<file path="src/sv/keypad_scan_debounce_multitap_assert.svh">
// ----------------------------------------------------------------------------
// Keypad scanner assertion macros
// Shared assertion forms for the keypad scanner, clocked on clk and
// disabled during rst.
// ----------------------------------------------------------------------------
`ifndef KEYPAD_SCAN_DEBOUNCE_MULTITAP_ASSERT_SVH
`define KEYPAD_SCAN_DEBOUNCE_MULTITAP_ASSERT_SVH

// Same-cycle implication: whenever ante holds, cons must hold too.
`define KSDM_ASSERT_IMPL(lbl, ante, cons) \
  lbl: assert property (@(posedge clk) disable iff (rst) (ante) |-> (cons)) \
    else $error("keypad scanner: same-cycle check failed");

// Next-cycle implication: whenever ante holds, cons must hold in the following cycle.
`define KSDM_ASSERT_NEXT(lbl, ante, cons) \
  lbl: assert property (@(posedge clk) disable iff (rst) (ante) |=> (cons)) \
    else $error("keypad scanner: next-cycle check failed");

`endif

</file>
<file path="src/sv/ksdm_pkg.sv">
// ----------------------------------------------------------------------------
// ksdm_pkg
// Types, constants and key tables for the 4x3 keypad scanner with debounce
// and multi-tap letter selection.
// ----------------------------------------------------------------------------
package ksdm_pkg;

  // Configuration register indexes, reset values and counter/column constants.
  localparam logic       CFG_BOUNCE     = 1'b0;
  localparam logic       CFG_MULTITAP   = 1'b1;
  localparam logic [15:0] BOUNCE_RESET   = 16'd15;
  localparam logic [15:0] MULTITAP_RESET = 16'd1000;
  localparam logic [15:0] COUNT_SAT      = 16'hFFFF;
  localparam logic [2:0]  COLS_IDLE      = 3'b111;

  // Debounce state machine, one-hot.
  typedef enum logic [3:0] {
    ST_IDLE    = 4'b0001,
    ST_PRESS   = 4'b0010,
    ST_HOLD    = 4'b0100,
    ST_RELEASE = 4'b1000
  } state_t;

  // One result beat.
  typedef struct packed {
    logic [3:0] row_drive;
    logic       key_valid;
    logic [7:0] key_char;
  } result_t;

  // Letter string of a key, last letter in the low byte.
  typedef logic [39:0] key_str_t;

  // Number of letters on the key at (row, col).
  function automatic logic [2:0] key_count(input logic [1:0] row, input logic [1:0] col);
    logic [2:0] n;
    n = 3'd1;
    unique case ({row, col})
      4'b00_01, 4'b00_10: n = 3'd4;
      4'b01_00, 4'b01_01, 4'b01_10: n = 3'd4;
      4'b10_00, 4'b10_10: n = 3'd5;
      4'b10_01: n = 3'd4;
      default: n = 3'd1;
    endcase
    return n;
  endfunction

  // Letter string of the key at (row, col).
  function automatic key_str_t key_string(input logic [1:0] row, input logic [1:0] col);
    key_str_t s;
    s = key_str_t'("1");
    unique case ({row, col})
      4'b00_00: s = key_str_t'("1");
      4'b00_01: s = key_str_t'("ABC2");
      4'b00_10: s = key_str_t'("DEF3");
      4'b01_00: s = key_str_t'("GHI4");
      4'b01_01: s = key_str_t'("JKL5");
      4'b01_10: s = key_str_t'("MNO6");
      4'b10_00: s = key_str_t'("PQRS7");
      4'b10_01: s = key_str_t'("TUV8");
      4'b10_10: s = key_str_t'("WXYZ9");
      4'b11_00: s = key_str_t'("*");
      4'b11_01: s = key_str_t'("0");
      4'b11_10: s = key_str_t'("#");
      default:  s = key_str_t'("#");
    endcase
    return s;
  endfunction

  // Letter number idx of the key; idx is below the key's letter count.
  function automatic logic [7:0] key_letter(input logic [1:0] row, input logic [1:0] col,
                                            input logic [2:0] idx);
    key_str_t   s;
    logic [2:0] pos;
    s   = key_string(row, col);
    pos = key_count(row, col) - 3'd1 - idx;
    return s[{pos, 3'b000} +: 8];
  endfunction

endpackage

</file>
<file path="src/sv/keypad_scan_debounce_multitap.sv">
// ----------------------------------------------------------------------------
// keypad_scan_debounce_multitap
// 4x3 matrix keypad scanner with press/release debounce and multi-tap letters.
// ----------------------------------------------------------------------------
// Each input beat is one scan tick carrying the sampled active-low column
// lines (col_lines). Each tick yields exactly one result beat: the active-low
// row drive that applied during that tick, plus key_valid/key_char when a
// debounced release completes a key (key_char is zero otherwise).
// The block takes one tick per cycle while in_ready is high; its result goes
// to the result or skid register. The state update is one short step of
// logic between the input handshake and the result register.
// A two-entry output stage (result register plus skid register) lets a tick
// be accepted while a result waits; in_ready drops only when both are full,
// i.e. after the receiver has held out_ready low with a result pending and
// another tick has been accepted. No beat is lost or repeated under stalls.
// Configuration: cfg_write with cfg_index 0 sets bounce_ticks, index 1 sets
// multitap_ticks; write only while no tick is in flight.
// Reset (synchronous, rst high) returns to idle at row 0, clears the letter
// index, saturates the gap counter and loads bounce_ticks 15 and
// multitap_ticks 1000. Output and skid registers are emptied.
// ----------------------------------------------------------------------------
`include "keypad_scan_debounce_multitap_assert.svh"

module keypad_scan_debounce_multitap (
  input  logic        clk,
  input  logic        rst,
  input  logic        in_valid,
  output logic        in_ready,
  input  logic [2:0]  col_lines,
  output logic        out_valid,
  input  logic        out_ready,
  output logic [3:0]  row_drive,
  output logic        key_valid,
  output logic [7:0]  key_char,
  input  logic        cfg_write,
  input  logic        cfg_index,
  input  logic [15:0] cfg_data
);
  import ksdm_pkg::*;

  // Configuration registers.
  logic [15:0] bounce_ticks;
  logic [15:0] multitap_ticks;

  // Scanner state.
  state_t      state, state_next;
  logic [1:0]  scan_row, scan_row_next;
  logic [1:0]  pressed_row, pressed_row_next;
  logic [1:0]  pressed_col, pressed_col_next;
  logic [1:0]  prev_row, prev_row_next;
  logic [1:0]  prev_col, prev_col_next;
  logic [2:0]  letter_index, letter_index_next;
  logic [15:0] debounce_count, debounce_count_next;
  logic [15:0] gap_count, gap_count_next;

  // Output stage.
  result_t     result_next;
  result_t     out_data, skid_data;
  logic        skid_valid;

  logic        accept, take;
  logic        pressed;
  logic [1:0]  row, hit_col, key_col;
  logic [15:0] debounce_inc;
  logic [2:0]  index_inc;

  assign accept   = in_valid && in_ready;
  assign take     = out_valid && out_ready;
  assign in_ready = !skid_valid;

  assign row_drive = out_data.row_drive;
  assign key_valid = out_data.key_valid;
  assign key_char  = out_data.key_char;

  // Configuration writes.
  always_ff @(posedge clk) begin
    if (rst) begin
      bounce_ticks   <= BOUNCE_RESET;
      multitap_ticks <= MULTITAP_RESET;
    end else if (cfg_write) begin
      unique case (cfg_index)
        CFG_BOUNCE:   bounce_ticks   <= cfg_data;
        CFG_MULTITAP: multitap_ticks <= cfg_data;
        default:      bounce_ticks   <= bounce_ticks;
      endcase
    end
  end

  // Tick decode: row, highest low column, saturating debounce step, index step.
  always_comb begin
    pressed      = col_lines != COLS_IDLE;
    row          = (state == ST_IDLE) ? scan_row : pressed_row;
    hit_col      = 2'd0;
    if (!col_lines[1]) hit_col = 2'd1;
    if (!col_lines[2]) hit_col = 2'd2;
    key_col      = (pressed_col > 2'd2) ? 2'd2 : pressed_col;
    debounce_inc = (debounce_count == COUNT_SAT) ? COUNT_SAT : debounce_count + 16'd1;
    index_inc    = letter_index + 3'd1;
  end

  // Debounce state machine and multi-tap selection for one tick.
  always_comb begin
    state_next          = state;
    scan_row_next       = scan_row;
    pressed_row_next    = pressed_row;
    pressed_col_next    = pressed_col;
    prev_row_next       = prev_row;
    prev_col_next       = prev_col;
    letter_index_next   = letter_index;
    debounce_count_next = debounce_count;
    gap_count_next      = (gap_count == COUNT_SAT) ? COUNT_SAT : gap_count + 16'd1;
    result_next.row_drive = ~(4'b0001 << row);
    result_next.key_valid = 1'b0;
    result_next.key_char  = 8'd0;

    unique case (state)
      ST_IDLE: begin
        if (pressed) begin
          pressed_row_next    = row;
          pressed_col_next    = hit_col;
          debounce_count_next = 16'd0;
          state_next          = ST_PRESS;
        end else begin
          scan_row_next = scan_row + 2'd1;
        end
      end
      ST_PRESS: begin
        if (!pressed) begin
          state_next = ST_IDLE;
        end else begin
          debounce_count_next = debounce_inc;
          if (debounce_inc >= bounce_ticks) state_next = ST_HOLD;
        end
      end
      ST_HOLD: begin
        if (!pressed) begin
          debounce_count_next = 16'd0;
          state_next          = ST_RELEASE;
        end
      end
      ST_RELEASE: begin
        if (pressed) begin
          state_next = ST_HOLD;
        end else begin
          debounce_count_next = debounce_inc;
          if (debounce_inc >= bounce_ticks) begin
            // Same key within the multi-tap window steps to the next letter.
            if (gap_count < multitap_ticks && pressed_row == prev_row &&
                key_col == prev_col) begin
              letter_index_next = (index_inc >= key_count(pressed_row, key_col)) ?
                                  3'd0 : index_inc;
            end else begin
              letter_index_next = 3'd0;
            end
            prev_row_next         = pressed_row;
            prev_col_next         = key_col;
            result_next.key_valid = 1'b1;
            result_next.key_char  = key_letter(pressed_row, key_col, letter_index_next);
            gap_count_next        = 16'd0;
            state_next            = ST_IDLE;
          end
        end
      end
      default: state_next = ST_IDLE;
    endcase
  end

  // State registers advance once per accepted tick.
  always_ff @(posedge clk) begin
    if (rst) begin
      state          <= ST_IDLE;
      scan_row       <= 2'd0;
      pressed_row    <= 2'd0;
      pressed_col    <= 2'd0;
      prev_row       <= 2'd0;
      prev_col       <= 2'd0;
      letter_index   <= 3'd0;
      debounce_count <= 16'd0;
      gap_count      <= COUNT_SAT;
    end else if (accept) begin
      state          <= state_next;
      scan_row       <= scan_row_next;
      pressed_row    <= pressed_row_next;
      pressed_col    <= pressed_col_next;
      prev_row       <= prev_row_next;
      prev_col       <= prev_col_next;
      letter_index   <= letter_index_next;
      debounce_count <= debounce_count_next;
      gap_count      <= gap_count_next;
    end
  end

  // Result register with a skid entry behind it.
  always_ff @(posedge clk) begin
    if (rst) begin
      out_valid  <= 1'b0;
      skid_valid <= 1'b0;
    end else if (take) begin
      if (skid_valid) begin
        out_data   <= skid_data;
        skid_valid <= 1'b0;
      end else begin
        out_valid <= accept;
        if (accept) out_data <= result_next;
      end
    end else if (accept) begin
      if (out_valid) begin
        skid_data  <= result_next;
        skid_valid <= 1'b1;
      end else begin
        out_data  <= result_next;
        out_valid <= 1'b1;
      end
    end
  end

  // The skid entry is only ever filled behind a waiting result.
  `KSDM_ASSERT_IMPL(a_skid_behind_out, skid_valid, out_valid)
  // Exactly one row line is driven low in every result.
  `KSDM_ASSERT_IMPL(a_one_row_low, out_valid, $countones(row_drive) == 3)
  // A result without a key carries a zero character; a key carries a nonzero one.
  `KSDM_ASSERT_IMPL(a_char_matches_valid, out_valid, (key_char != 8'd0) == key_valid)
  // The letter index always stays within the last accepted key's string.
  `KSDM_ASSERT_NEXT(a_index_in_range, accept,
                    letter_index < key_count(prev_row, prev_col))

endmodule
</file>
<file path="config.mk">
export PLATFORM = sky130hd
export DESIGN_NAME = keypad_scan_debounce_multitap
export DESIGN_NICKNAME = d
export VERILOG_FILES = /design/src/sv/ksdm_pkg.sv /design/src/sv/keypad_scan_debounce_multitap.sv
export VERILOG_INCLUDE_DIRS = /design/src /design/src/sv
export SDC_FILE = /design/constraint.sdc
export NUM_CORES = 1
export LEC_CHECK = 0
export BUFFER_PORTS_ARGS = -buffer_cell sky130_fd_sc_hd__buf_2
export CAP_MARGIN = 15
export CORE_MARGIN = 2
export CORE_UTILIZATION = 55
export CTS_BUF_LIST = sky130_fd_sc_hd__clkbuf_4
export DETAILED_ROUTE_END_ITERATION = 10
export PLACE_DENSITY = 0.72
export SYNTH_ARGS = -nofsm -noshare
export SYNTH_HDL_FRONTEND = slang
export SYNTH_SLANG_ARGS = --single-unit
export TNS_END_PERCENT = 20
</file>
<file path="constraint.sdc">
create_clock -name clk -period 7.3 [get_ports clk]
set_input_delay 0.365 -clock clk [delete_from_list [all_inputs] [get_ports clk]]
set_output_delay 0.365 -clock clk [all_outputs]
set_load 0.05 [all_outputs]
</file>
# Yosys cells after proc, flatten, opt, wreduce, memory -nomap -nowiden

Memories as Yosys holds them, arrays and structs flattened.
Cells that the tools add are included.

Register bits: 109
Memory bits (read-only): 512
Bits of input ports: 25
Output and inout port bits: 15
Logic and storage cells: 123
Memories: 3

Memory list:

| name             | depth | width | read ports | clocked after Yosys merged registers in | write ports | line           | RTL |
|---|---|---|---|---|---|---|---|
| (name not given) | 16    | 28    | 1          | 0                                       | 0           | ksdm_pkg.sv:52 | `unique case ({row, col})` |
| (name not given) | 16    | 2     | 1          | 0                                       | 0           | ksdm_pkg.sv:38 | `unique case ({row, col})` |
| (name not given) | 16    | 2     | 1          | 0                                       | 0           | ksdm_pkg.sv:38 |  |

Add/sub/neg operators: 6
Magnitude comparators: 4
Equality and inequality tests: 17
Shift-type cells: 2
Multiplexer cells: 47
Bitwise logic cells: 5
Reduce and logical (&&, ||, !) cells: 20

Operator list:

| kind                                                 | count |
|---|---|
| 2-to-1 mux 16 bit                                    | 9 |
| 2-to-1 mux 40 bit                                    | 3 |
| 2-to-1 mux 13 bit                                    | 5 |
| case mux 16 bit (4 select lines)                     | 1 |
| variable part select 40 x 7 -> 8 bit                 | 1 |
| 2-to-1 mux 3 bit                                     | 12 |
| adder 16 x 1 -> 16 bit (second input constant)       | 2 |
| equality test 16 bit (second input constant)         | 2 |
| 2-to-1 mux 9 bit                                     | 3 |
| 2-to-1 mux 4 bit                                     | 6 |
| >= comparator 16 bit                                 | 1 |
| less-than comparator 16 bit                          | 1 |
| case mux 4 bit (4 select lines)                      | 1 |
| AND reduction 4 bit                                  | 3 |
| inequality test 2 bit (second input constant)        | 5 |
| inequality test 3 bit (second input constant)        | 3 |
| AND reduction 2 bit                                  | 4 |
| 2-to-1 mux 2 bit                                     | 3 |
| AND reduction 3 bit                                  | 2 |
| AND reduction 6 bit                                  | 1 |
| AND reduction 5 bit                                  | 1 |
| equality test 2 bit                                  | 2 |
| equality test 4 x 1 -> 1 bit (second input constant) | 1 |
| equality test 4 x 2 -> 1 bit (second input constant) | 1 |
| 18 further kinds                                     | 28 |

# Logic depth before layout (Yosys ltp)

Gate-level depths: netlist of run 1.

Depth in word-level cells: 22
Depth in mapped cells: 22
Gate-level depth less buffers: 19

# Least setup slack after synthesis of run 1

No wires, ideal clock.

Path kind: register to register
Start point: register pressed_row[1]
End point: register out_data (netlist bit key_char[0]), data pin
Setup time: 268 ps
Data arrival time: 3,881 ps
Data required time: 7,032 ps
Path slack: 3,151 ps
Stages on the path, launching flop included: 22
Path buffers: 2
Period minus slack after synthesis: 4,149 ps
Cell sequence: dfxtp_1 clkbuf_1 nor4_1 a21oi_1 inv_1 ha_1 a211oi_1 nand2_1 a21oi_1 nand4_2 or3_1 ha_1 ha_1 clkbuf_1 inv_1 a32o_1 a211oi_1 a21oi_1 a21oi_1 nor2_1 a31oi_1 o31ai_1

Cells in the longest elaborated chain, start to end: 19
Elaborated cells on any way between the ends: 33
Classes of those cells: 2 x add/sub; 1 x order compare; 1 x eq/ne; 1 x shift; 23 x mux; 2 x reduce/logical; 3 x memory

Ends and longest elaborated chain:

| what                                        | line                                                                       | RTL |
|---|---|---|
| start, declared                             | keypad_scan_debounce_multitap.sv:48                                        | `logic [1:0] pressed_row, pressed_row_next;` |
| start signal, assigned                      | keypad_scan_debounce_multitap.sv:183                                       | `pressed_row <= pressed_row_next;` |
| memory read (16 x 2 bit)                    | n/a                                                                        |  |
| 2-to-1 mux 3 bit                            | keypad_scan_debounce_multitap.sv:148                                       | `if (gap_count < multitap_ticks && pressed_row == prev_row &&` |
| 2-to-1 mux 3 bit                            | keypad_scan_debounce_multitap.sv:146                                       | `if (debounce_inc >= bounce_ticks) begin` |
| 2-to-1 mux 3 bit                            | keypad_scan_debounce_multitap.sv:142                                       | `if (pressed) begin` |
| 2-to-1 mux 3 bit                            | keypad_scan_debounce_multitap.sv:116                                       | `unique case (state)` |
| >= comparator 3 bit                         | keypad_scan_debounce_multitap.sv:150                                       | `letter_index_next = (index_inc >= key_count(pressed_row, key_col)) ?` |
| 2-to-1 mux 3 bit                            | keypad_scan_debounce_multitap.sv:150                                       |  |
| 2-to-1 mux 3 bit                            | keypad_scan_debounce_multitap.sv:148                                       |  |
| [... 3 more ...]                            | n/a                                                                        |  |
| subtractor 3 bit                            | ksdm_pkg.sv:76                                                             | `pos = key_count(row, col) - 3'd1 - idx;` |
| variable part select 40 x 7 -> 8 bit *      | ksdm_pkg.sv:77                                                             | `return s[{pos, 3'b000} +: 8];` |
| 2-to-1 mux 9 bit *                          | keypad_scan_debounce_multitap.sv:146                                       |  |
| 2-to-1 mux 9 bit *                          | keypad_scan_debounce_multitap.sv:142                                       |  |
| 2-to-1 mux 9 bit *                          | keypad_scan_debounce_multitap.sv:116                                       |  |
| 2-to-1 mux 13 bit, on equally long branches | keypad_scan_debounce_multitap.sv:207, keypad_scan_debounce_multitap.sv:204 |  |
| 2-to-1 mux 13 bit, on equally long branches | keypad_scan_debounce_multitap.sv:206, keypad_scan_debounce_multitap.sv:199 |  |
| 2-to-1 mux 13 bit *                         | keypad_scan_debounce_multitap.sv:198                                       | `end else if (take) begin` |
| end signal, assigned                        | keypad_scan_debounce_multitap.sv:200                                       | `out_data <= skid_data;` |
| end signal, assigned                        | keypad_scan_debounce_multitap.sv:204                                       | `if (accept) out_data <= result_next;` |
| end signal, assigned                        | keypad_scan_debounce_multitap.sv:211                                       | `out_data <= result_next;` |
| end, declared                               | keypad_scan_debounce_multitap.sv:58                                        | `result_t out_data, skid_data;` |

Every way passes the cells marked *; elsewhere a longest branch is shown, timed or not. The select of a mux whose other input is x is not followed.
A chain may end at the register's enable or synchronous reset.

# Worst setup path after layout of run 1

Start point: register pressed_row[0]
End point: register out_data (netlist bit key_char[0]), data pin

The elaborated chain is that of the path after synthesis.

==> flow_metrics.tcl, run 1 <==
set metrics [dict create \
    period_share_pct 65.4 \
    clock_latency_ps 500 \
    htreeDepth 3 \
    grt_max_degree 86 \
    fp.dieH_um 110 \
    synth.area.top_cells "dfxtp_1, edfxtp_1, ha_1, a21oi_1, nand2_1" \
    wl_per_cell_um 14.7 \
    die_area_um2 12000 \
    rows 38 \
    synth_enable_flop_cells 25 \
    cts_tree "done" \
    cts.path.max_buffers 2 \
    hp-start "col_lines[2]" \
    final_common_cell "nand2_1" \
    drt-pass1-iter-count 5 \
    hold_slack_ps 67.4 \
    cp-end-kind "register" \
    max_slew_margin_pct 30.9 \
    yosys_warnings 0 \
    fin_util_pct 60.5 \
    ff2ff_setup_slack_ps 2520 \
    fillers 972 \
    synth_area_um2 6130 \
    r2r-start "pressed_row[0]" \
    fin_nets 823 \
    start_util_pct 56.6 \
    slew_viol_final 0 \
    rsz0062_at_grt "false" \
    worstHoldEndpoint "pressed_col[1]" \
    drv_cap 0 \
    hold_path_depth 2 \
    syn-num-nets 815 \
    synth-seq-cells 108 \
    drt_iter0_markers 357 \
    required_ps 7540 \
    ir_drop_v 0.000278 \
    root_buffer "clkbuf_4" \
    crit_arrival_ps 5020 \
    cts_resized 0 \
    fp.dieW_um 110 \
    dr_wl_met2_mm 6.38 \
    dp_hpwl_mm 9.62 \
    wl_met1_mm 6.13 \
    setup_viol 0 \
    drc 0 \
    min_path_type "input pin to register" \
    hold_viol_final 0 \
    portBuffers 39 \
    grt_pass1_wl_mm 22.4 \
    hold_buffers 0 \
    grt_antenna_before_repair 2 \
    worstSetupStartpointType "register" \
    grt_pass1_vias 4834 \
    postCtsSetupBuffers 0 \
    worstMarginPinSlew_ps 1030 \
    grt_use_total_pct 23.6 \
    ant_nets 0 \
    worstRegToRegCells 19 \
    grt.overflow.total 0 \
    vias 5221 \
    highest_layer "met4" \
    finalCriticalPeriod_ps 4780 \
    finalPower_mw 1.70 \
    postSynthCellCount 752 \
    cp_max_fo 17 \
    yosysSeqAreaShare_pct 39.3 \
    tns_ps 0 \
    avgSynthCellArea_um2 8.15 \
    final_cell_mix "nand2_1, a21oi_1, dfxtp_1" \
    coreArea_um2 10800 \
    met3_length_um 569 \
    gp_congestion 0.896 \
    ys_async_sr_fraction_pct 0 \
    syn_to_final_growth_pct 7.00 \
    numCtsBuffers 9 \
    yosysTopAreaCell "dfxtp_1" \
    status "finished, final reports clean" \
    ios 40 \
    p_leak_nw 2.68 \
    yosysTopAreaCellShare_pct 27.1 \
    synth_ff_type "dfxtp_1" \
    synth.distinct_cells 63 \
    reg2reg_to "key_char[0]" \
    wirelength_mm 13.4 \
    max_clock_freq_ghz 0.209 \
    path_class "register to register" \
    drive_above_1_share_pct 9.67 \
    viasPerCell 5.76 \
    clkTransAtPathRegs_ps 170 \
    critPathLaunch "pressed_row[0]" \
    power_density_nw_per_um2 259 \
    finClkSkew_ps 20.6 \
    clkSinkCount 108 \
]
## cell families after synthesis
family	after synthesis	synth area share, %
mux	16	2.71
flops	108	39.3
xor+xnor	22	3.14
fa+ha+maj	38	7.76
compound gates	182	18.4
buf+inv	88	5.59
other cells	1	0.0612
simple gates	297	23.0
## flip-flops by register name, indices dropped and copies added (netlist names)
name,count
bounce_ticks,16
debounce_count,16
gap_count,16
multitap_ticks,16
skid_data,12
key_char,8
row_drive,4
state,4
letter_index,3
pressed_col,2
pressed_row,2
prev_col,2
prev_row,2
scan_row,2
key_valid,1
out_valid,1
skid_valid,1
## Yosys cell counts, drive strengths merged, types with 2 or more instances
library cell  number
xnor2             10
nand2b            17
a32oi              2
edfxtp            25
o31ai              4
a22oi              4
nor2              57
dfxtp             83
o21bai             9
xor2              12
or2                3
o22ai              9
nor3b              3
buf               10
a21o               5
a211oi            11
mux2i             11
nor3              11
nor4b              2
a31oi             10
and3              18
ha                38
nand3b             8
a21oi             91
a41oi              6
nand2            116
clkbuf            36
nand3             35
nor2b              6
o21ai             13
o221ai             2
mux2               5
and2               5
inv               42
or3                5
nand4              8
a211o              5
## how the worst max path moves through the flow
stage,slack [ps],to
final,2520,key_char[0]
after global routing,2070,key_char[0]
after CTS,2560,key_char[0]
after detailed placement,2600,key_char[1]
after global placement,2760,key_char[1]
after floorplan,3150,key_char[0]
## power breakdown
part           switching (mW)  total [mW]  internal, mW  leakage, nW
logic                   0.343       0.573         0.230         1.69
registers              0.0683       0.731         0.663        0.882
clock network           0.213       0.393         0.180        0.105
## worst max-delay path, cell delays in order, from the launching register on
cell and delay (ps):
dfxtp_1 750, nor4_1 140, a21oi_1 270, inv_1 190
ha_1 230, a211oi_1 250, nand2_1 80, a21oi_1 150
nand4_2 130, or3_1 390, ha_1 210, ha_1 450
inv_1 130, a32o_1 280, a211oi_1 220, a21oi_1 90
a21oi_1 170, nor2_1 50, a31oi_1 230, o31ai_1 130
## through the flow
step                      instance area [µm²]  std cells  setup slack (ps)
after floorplan                          6130        752              3150
after global placement                   6350        888              2760
after detailed placement                 6350        888              2600
after CTS                                6550        904              2560
after global routing                     6560        907              2070
final                                    6560        907              2520
## layout make-up
class | instances | area (µm²) | share of cell area, %
multi-input combinational | 556 | 3390 | 51.6
sequential | 108 | 2410 | 36.8
timing repair buffer | 43 | 225 | 3.43
tap | 140 | 175 | 2.67
inverter | 42 | 158 | 2.40
clock inverter | 7 | 130 | 1.98
clock buffer | 9 | 67.6 | 1.03
antenna | 2 | 5.00 | 0.0763
## per-layer routing
metal	track usage, %	vias to the layer above
met1	29.6	2415
met2	39.9	126
met4	8.50	0
li1	-	2661
met5	0	-
met3	5.28	19
Power figures use the tool's default switching activity.
==> run 2, diff against run 1 <==
- clock period: 7.3 -> 4.8 ns (I/O delays scaled with it)
==> flow_metrics.tcl, run 2 (same netlist as run 1, synthesis figures left out) <==
set metrics [dict create \
    slowest_delay_ps 490 \
    worstRegToRegCells 19 \
    grt.overflow.total 0 \
    ios 40 \
    drt_iter0_markers 356 \
    clkSinkCount 108 \
    max_clock_freq_ghz 0.231 \
    grt_max_degree 85 \
    cts_tree "done" \
    period_share_pct 90.3 \
    grt_pass1_vias 4914 \
    drv_cap 0 \
    drc 0 \
    hold_viol_final 0 \
    crit_end "key_char[0]" \
    root_buffer "clkbuf_4" \
    cp_cell_sequence "nor4_1, a21oi_2, inv_1, ha_1, a211oi_1, nand2_1, a21oi_1, nand4_2, or3_1, ha_1, ha_1, inv_1, a32o_1, a211oi_1, a21oi_1, a21oi_1, nor2_1, a31oi_1, o31ai_1" \
    postCtsSetupBuffers 0 \
    path_delay_family "compound AO/OA/AOI/OAI gates" \
    grt_pass1_wl_mm 23.3 \
    diodes 0 \
    wirelength_mm 14.0 \
    portBuffers 39 \
    fin_nets 850 \
    ant_nets 0 \
    critical_path_depth 19 \
    wl_per_cell_um 15.1 \
    die_area_um2 12000 \
    vias 5357 \
    clkTransAtPathRegs_ps 170 \
    crit_slowest_cell "dfxtp_1" \
    final_cell_mix "nand2_1, a21oi_1, dfxtp_1" \
    syn_to_final_growth_pct 10.0 \
    top_usage_layer "met2" \
    r2r-start "pressed_row[1]" \
    finClkSkew_ps 20.8 \
    dp_hpwl_mm 9.86 \
    power_density_nw_per_um2 366 \
    max_slew_margin_pct 20.7 \
    fp.dieW_um 110 \
    min_path_type "input pin to register" \
    cts.path.max_buffers 2 \
    p_leak_nw 2.77 \
    viasPerCell 5.75 \
    gp_congestion 0.877 \
    required_ps 5050 \
    final_common_cell "nand2_1" \
    rows 38 \
    reg2reg_to "key_char[0]" \
    worstSetupStartpointType "register" \
    tns_ps 0 \
    setup_viol 0 \
    drive_above_1_share_pct 10.7 \
    drt-pass1-iter-count 4 \
    coreArea_um2 10800 \
    finalCriticalPeriod_ps 4330 \
    crit_arrival_ps 4590 \
    grt_antenna_before_repair 0 \
    slew_viol_final 0 \
    status "finished, final reports clean" \
    grt_use_total_pct 24.4 \
    cp-end-kind "register" \
    rsz0062_at_grt "false" \
    cp_max_fo 10 \
    grt_use_met3_pct 4.45 \
    numCtsBuffers 9 \
    fp.dieH_um 110 \
    use_met1_pct 31.8 \
    ir_drop_v 0.000310 \
    worstMarginPinSlew_ps 1190 \
    critPathLaunch "pressed_row[1]" \
    path_class "register to register" \
    htreeDepth 3 \
    clock_latency_ps 500 \
    finalPower_mw 2.47 \
    path_buf_inv 2 \
    grt_util_met2_pct 40.4 \
    ff2ff_setup_slack_ps 470 \
    start_util_pct 56.6 \
]
==> run 2: cell types whose count changed in the layout (fill, tap and decap cells not counted) <==
cell,before,now
dlygate4sd3_1,0,18
buf_4,4,13
bufinv_16,3,0
clkinv_4,1,3
diode_2,2,0
a21oi_1,91,90
a21oi_2,0,1
inv_6,1,2
nor2_1,57,56
nor2_2,0,1
==> run 2: per-stage QoR <==
step,hold WS [ps],instances,utilization (%),area (µm²),setup slack [ps]
after detailed placement,451,898,59.3,6420,440
after global routing,33.7,932,62.2,6750,122
final,34.1,932,62.2,6750,467
after floorplan,336,752,-,6130,651
after CTS,0.889,932,62.2,6740,393
after global placement,448,898,59.3,6420,621
==> run 2: worst min path at each step <==
stage	start	end	slack, ps	cells after the start
2_1_floorplan	col_lines[2]	pressed_col[1]	340	1
3_3_place_gp	multitap_ticks[11]	multitap_ticks[11]	450	2
3_5_place_dp	multitap_ticks[14]	multitap_ticks[14]	450	2
4_1_cts	col_lines[1]	pressed_col[0]	0.9	3
5_1_grt	col_lines[1]	pressed_col[0]	30	3
6_report	col_lines[1]	pressed_col[0]	30	3
==> run 2: cell type report <==
cell class                 count  area, µm²
multi-input combinational    556       3390
tap                          140        175
clock inverter                 7       66.3
fill                         967       4100
inverter                      42        158
sequential                   108       2410
clock buffer                   9       67.6
timing repair buffer          70        473
==> run 2: worst reg2reg max path: cells and delay by family (launching register included) <==
| kind | cells | cell delay (ps) |
|---|---|---|
| AOI/OAI and AO/OA | 9 | 1680 |
| buffers and inverters | 2 | 280 |
| and+or+nand+nor | 5 | 780 |
| DFF | 1 | 490 |
| adders and majority gates | 3 | 890 |
==> run 2: timing repair <==
action	in CTS	in global routing
setup endpoints to repair	0	1
resized for setup	0	2
hold endpoints to repair	34	0
hold buffers	18	0
==> run 2: routing by layer <==
layer / part of all wire, % / up-vias
met2: 47 / 113
li1: - / 2723
met5: 0 / -
met3: 3.8 / 21
met1: 47 / 2500
met4: 2.0 / 0
==> run 2: where the power goes <==
part,internal [mW],switching [mW]
clock network,0.121,0.333
registers,1.01,0.0937
logic,0.368,0.543
==> run 3, diff against run 2 <==
- clock period: 4.8 -> 4.7 ns (I/O delays scaled with it)
==> flow_metrics.tcl, run 3 (same netlist as run 1, synthesis figures left out) <==
set metrics [dict create \
    clkTransAtPathRegs_ps 170 \
    drive_above_1_share_pct 11.1 \
    htreeDepth 3 \
    gp_congestion 0.871 \
    fin_cells 934 \
    share_seq_of_total_power_pct 44.3 \
    grt_max_degree 86 \
    ir_drop_v 0.000362 \
    cp-end-kind "register" \
    grt.overflow.total 0 \
    worstMarginPinSlew_ps 1040 \
    finalCriticalPeriod_ps 4360 \
    power_density_nw_per_um2 375 \
    rsz0062_at_grt "false" \
    cp_cell_sequence "buf_4, a21oi_2, inv_1, ha_1, a211oi_1, nand2_1, a21oi_1, nand4_2, or3_1, ha_1, ha_2, inv_1, a32o_1, a211oi_1, a21oi_1, a21oi_1, nor2_1, a31oi_1, o31ai_1" \
    drv_cap 0 \
    grt_use_total_pct 24.0 \
    wirelength_mm 13.8 \
    root_buffer "clkbuf_4" \
    status "finished, final reports clean" \
    p_int_mw 1.57 \
    fin_nets 852 \
    coreArea_um2 10800 \
    slowest_delay_ps 430 \
    drc 0 \
    die_area_um2 12000 \
    fp.dieH_um 110 \
    fp.dieW_um 110 \
    finClkSkew_ps 25.7 \
    diodes 0 \
    drt-pass1-iter-count 5 \
    path_buf_inv 3 \
    crit_arrival_ps 4600 \
    grt_pass1_wl_mm 23.0 \
    max_clock_freq_ghz 0.229 \
    cts_tree "done" \
    drt_iter0_markers 402 \
    p_leak_nw 2.78 \
    cp_max_fo 10 \
    path_class "register to register" \
    period_share_pct 92.7 \
    grt_pass1_vias 5065 \
    clkPwrFrac_pct 19.2 \
    hold_viol_final 0 \
    worstSetupStartpointType "register" \
    required_ps 4940 \
    syn_to_final_growth_pct 10.6 \
    max_slew_margin_pct 30.2 \
    fillers 971 \
    p_sw_share_pct 38.1 \
    wl_per_cell_um 14.8 \
    start_util_pct 56.6 \
    viasPerCell 5.72 \
    setup_viol 0 \
    grt_antenna_before_repair 0 \
    final_common_cell "nand2_1" \
    ant_nets 0 \
    portBuffers 39 \
    dp_cells 898 \
    clkSinkCount 108 \
    crit_slowest_cell "ha_2" \
    final_cell_mix "nand2_1, a21oi_1, dfxtp_1" \
    cts.path.max_buffers 2 \
    rows 38 \
    power_frac_comb_pct 36.5 \
    critical_path.most_common_cell "a21oi_1" \
    fin_util_pct 62.5 \
    slew_viol_final 0 \
    vias 5344 \
    power.switching_mw 0.966 \
    path_delay_family "compound AO/OA/AOI/OAI gates" \
    ios 40 \
    min_path_type "input pin to register" \
    tns_ps 0 \
    dp_hpwl_mm 9.72 \
    numCtsBuffers 9 \
    clock_latency_ps 490 \
]
run 3: what timing repair did:
| item | CTS | global route |
|---|---|---|
| endpoints found under the setup margin | 0 | 11 |
| gates resized for setup | 0 | 4 |
| hold endpoints to repair | 35 | 0 |
| hold buffers | 19 | 0 |
| buffers inserted | 0 | 0 |
run 3: power by group through the flow:
stage | registers (mW) | logic [mW] | clock network, mW
after floorplan | 1.12 | 0.733 | 0
after global placement | 1.14 | 0.865 | 0
after detailed placement | 1.14 | 0.897 | 0
after CTS | 1.12 | 0.914 | 0.505
after global routing | 1.14 | 1.04 | 0.534
final | 1.13 | 0.926 | 0.487
run 3: cell type report:
type	instances	area (µm²)	share of cell area [%]
Inverter	42	158	2.33
Clock buffer	9	67.6	0.997
Multi-Input combinational cell	556	3400	50.2
Tap cell	140	175	2.58
Timing Repair Buffer	72	490	7.24
Sequential cell	108	2410	35.6
Clock inverter	7	73.8	1.09
run 3: worst paths after layout:
kind | from | to | slack [ps] | depth (start not counted)
min reg2reg | multitap_ticks[13] | multitap_ticks[13] | 470 | 2
min | in_valid | skid_valid | 70 | 3
max | pressed_row[1] | key_char[0] | 340 | 19
max reg2reg | pressed_row[1] | key_char[0] | 340 | 19
run 3: through the flow:
| stage | hold slack [ps] | setup slack (ps) | instance area, µm² | power (mW) |
|---|---|---|---|---|
| after floorplan | 331 | 551 | 6130 | 1.86 |
| after global placement | 447 | 319 | 6420 | 2.00 |
| after detailed placement | 447 | 98.3 | 6420 | 2.04 |
| after CTS | 42.8 | 53.6 | 6760 | 2.54 |
| after global routing | 45.0 | 4.11 | 6780 | 2.71 |
| final | 68.7 | 342 | 6780 | 2.54 |
run 3: metal layers:
layer / track usage [%] / part of all wire, %
met3: 4.68 / 3.7
met2: 41.8 / 49
met1: 29.5 / 46
met4: 8.41 / 1.6
met5: 0 / 0
run 3: tightest hold or removal path, delay by kind of cell:
family / cells / cell delay [ps]
AO/OA/AOI/OAI: 2 / 180
buffers and inverters: 1 / 110
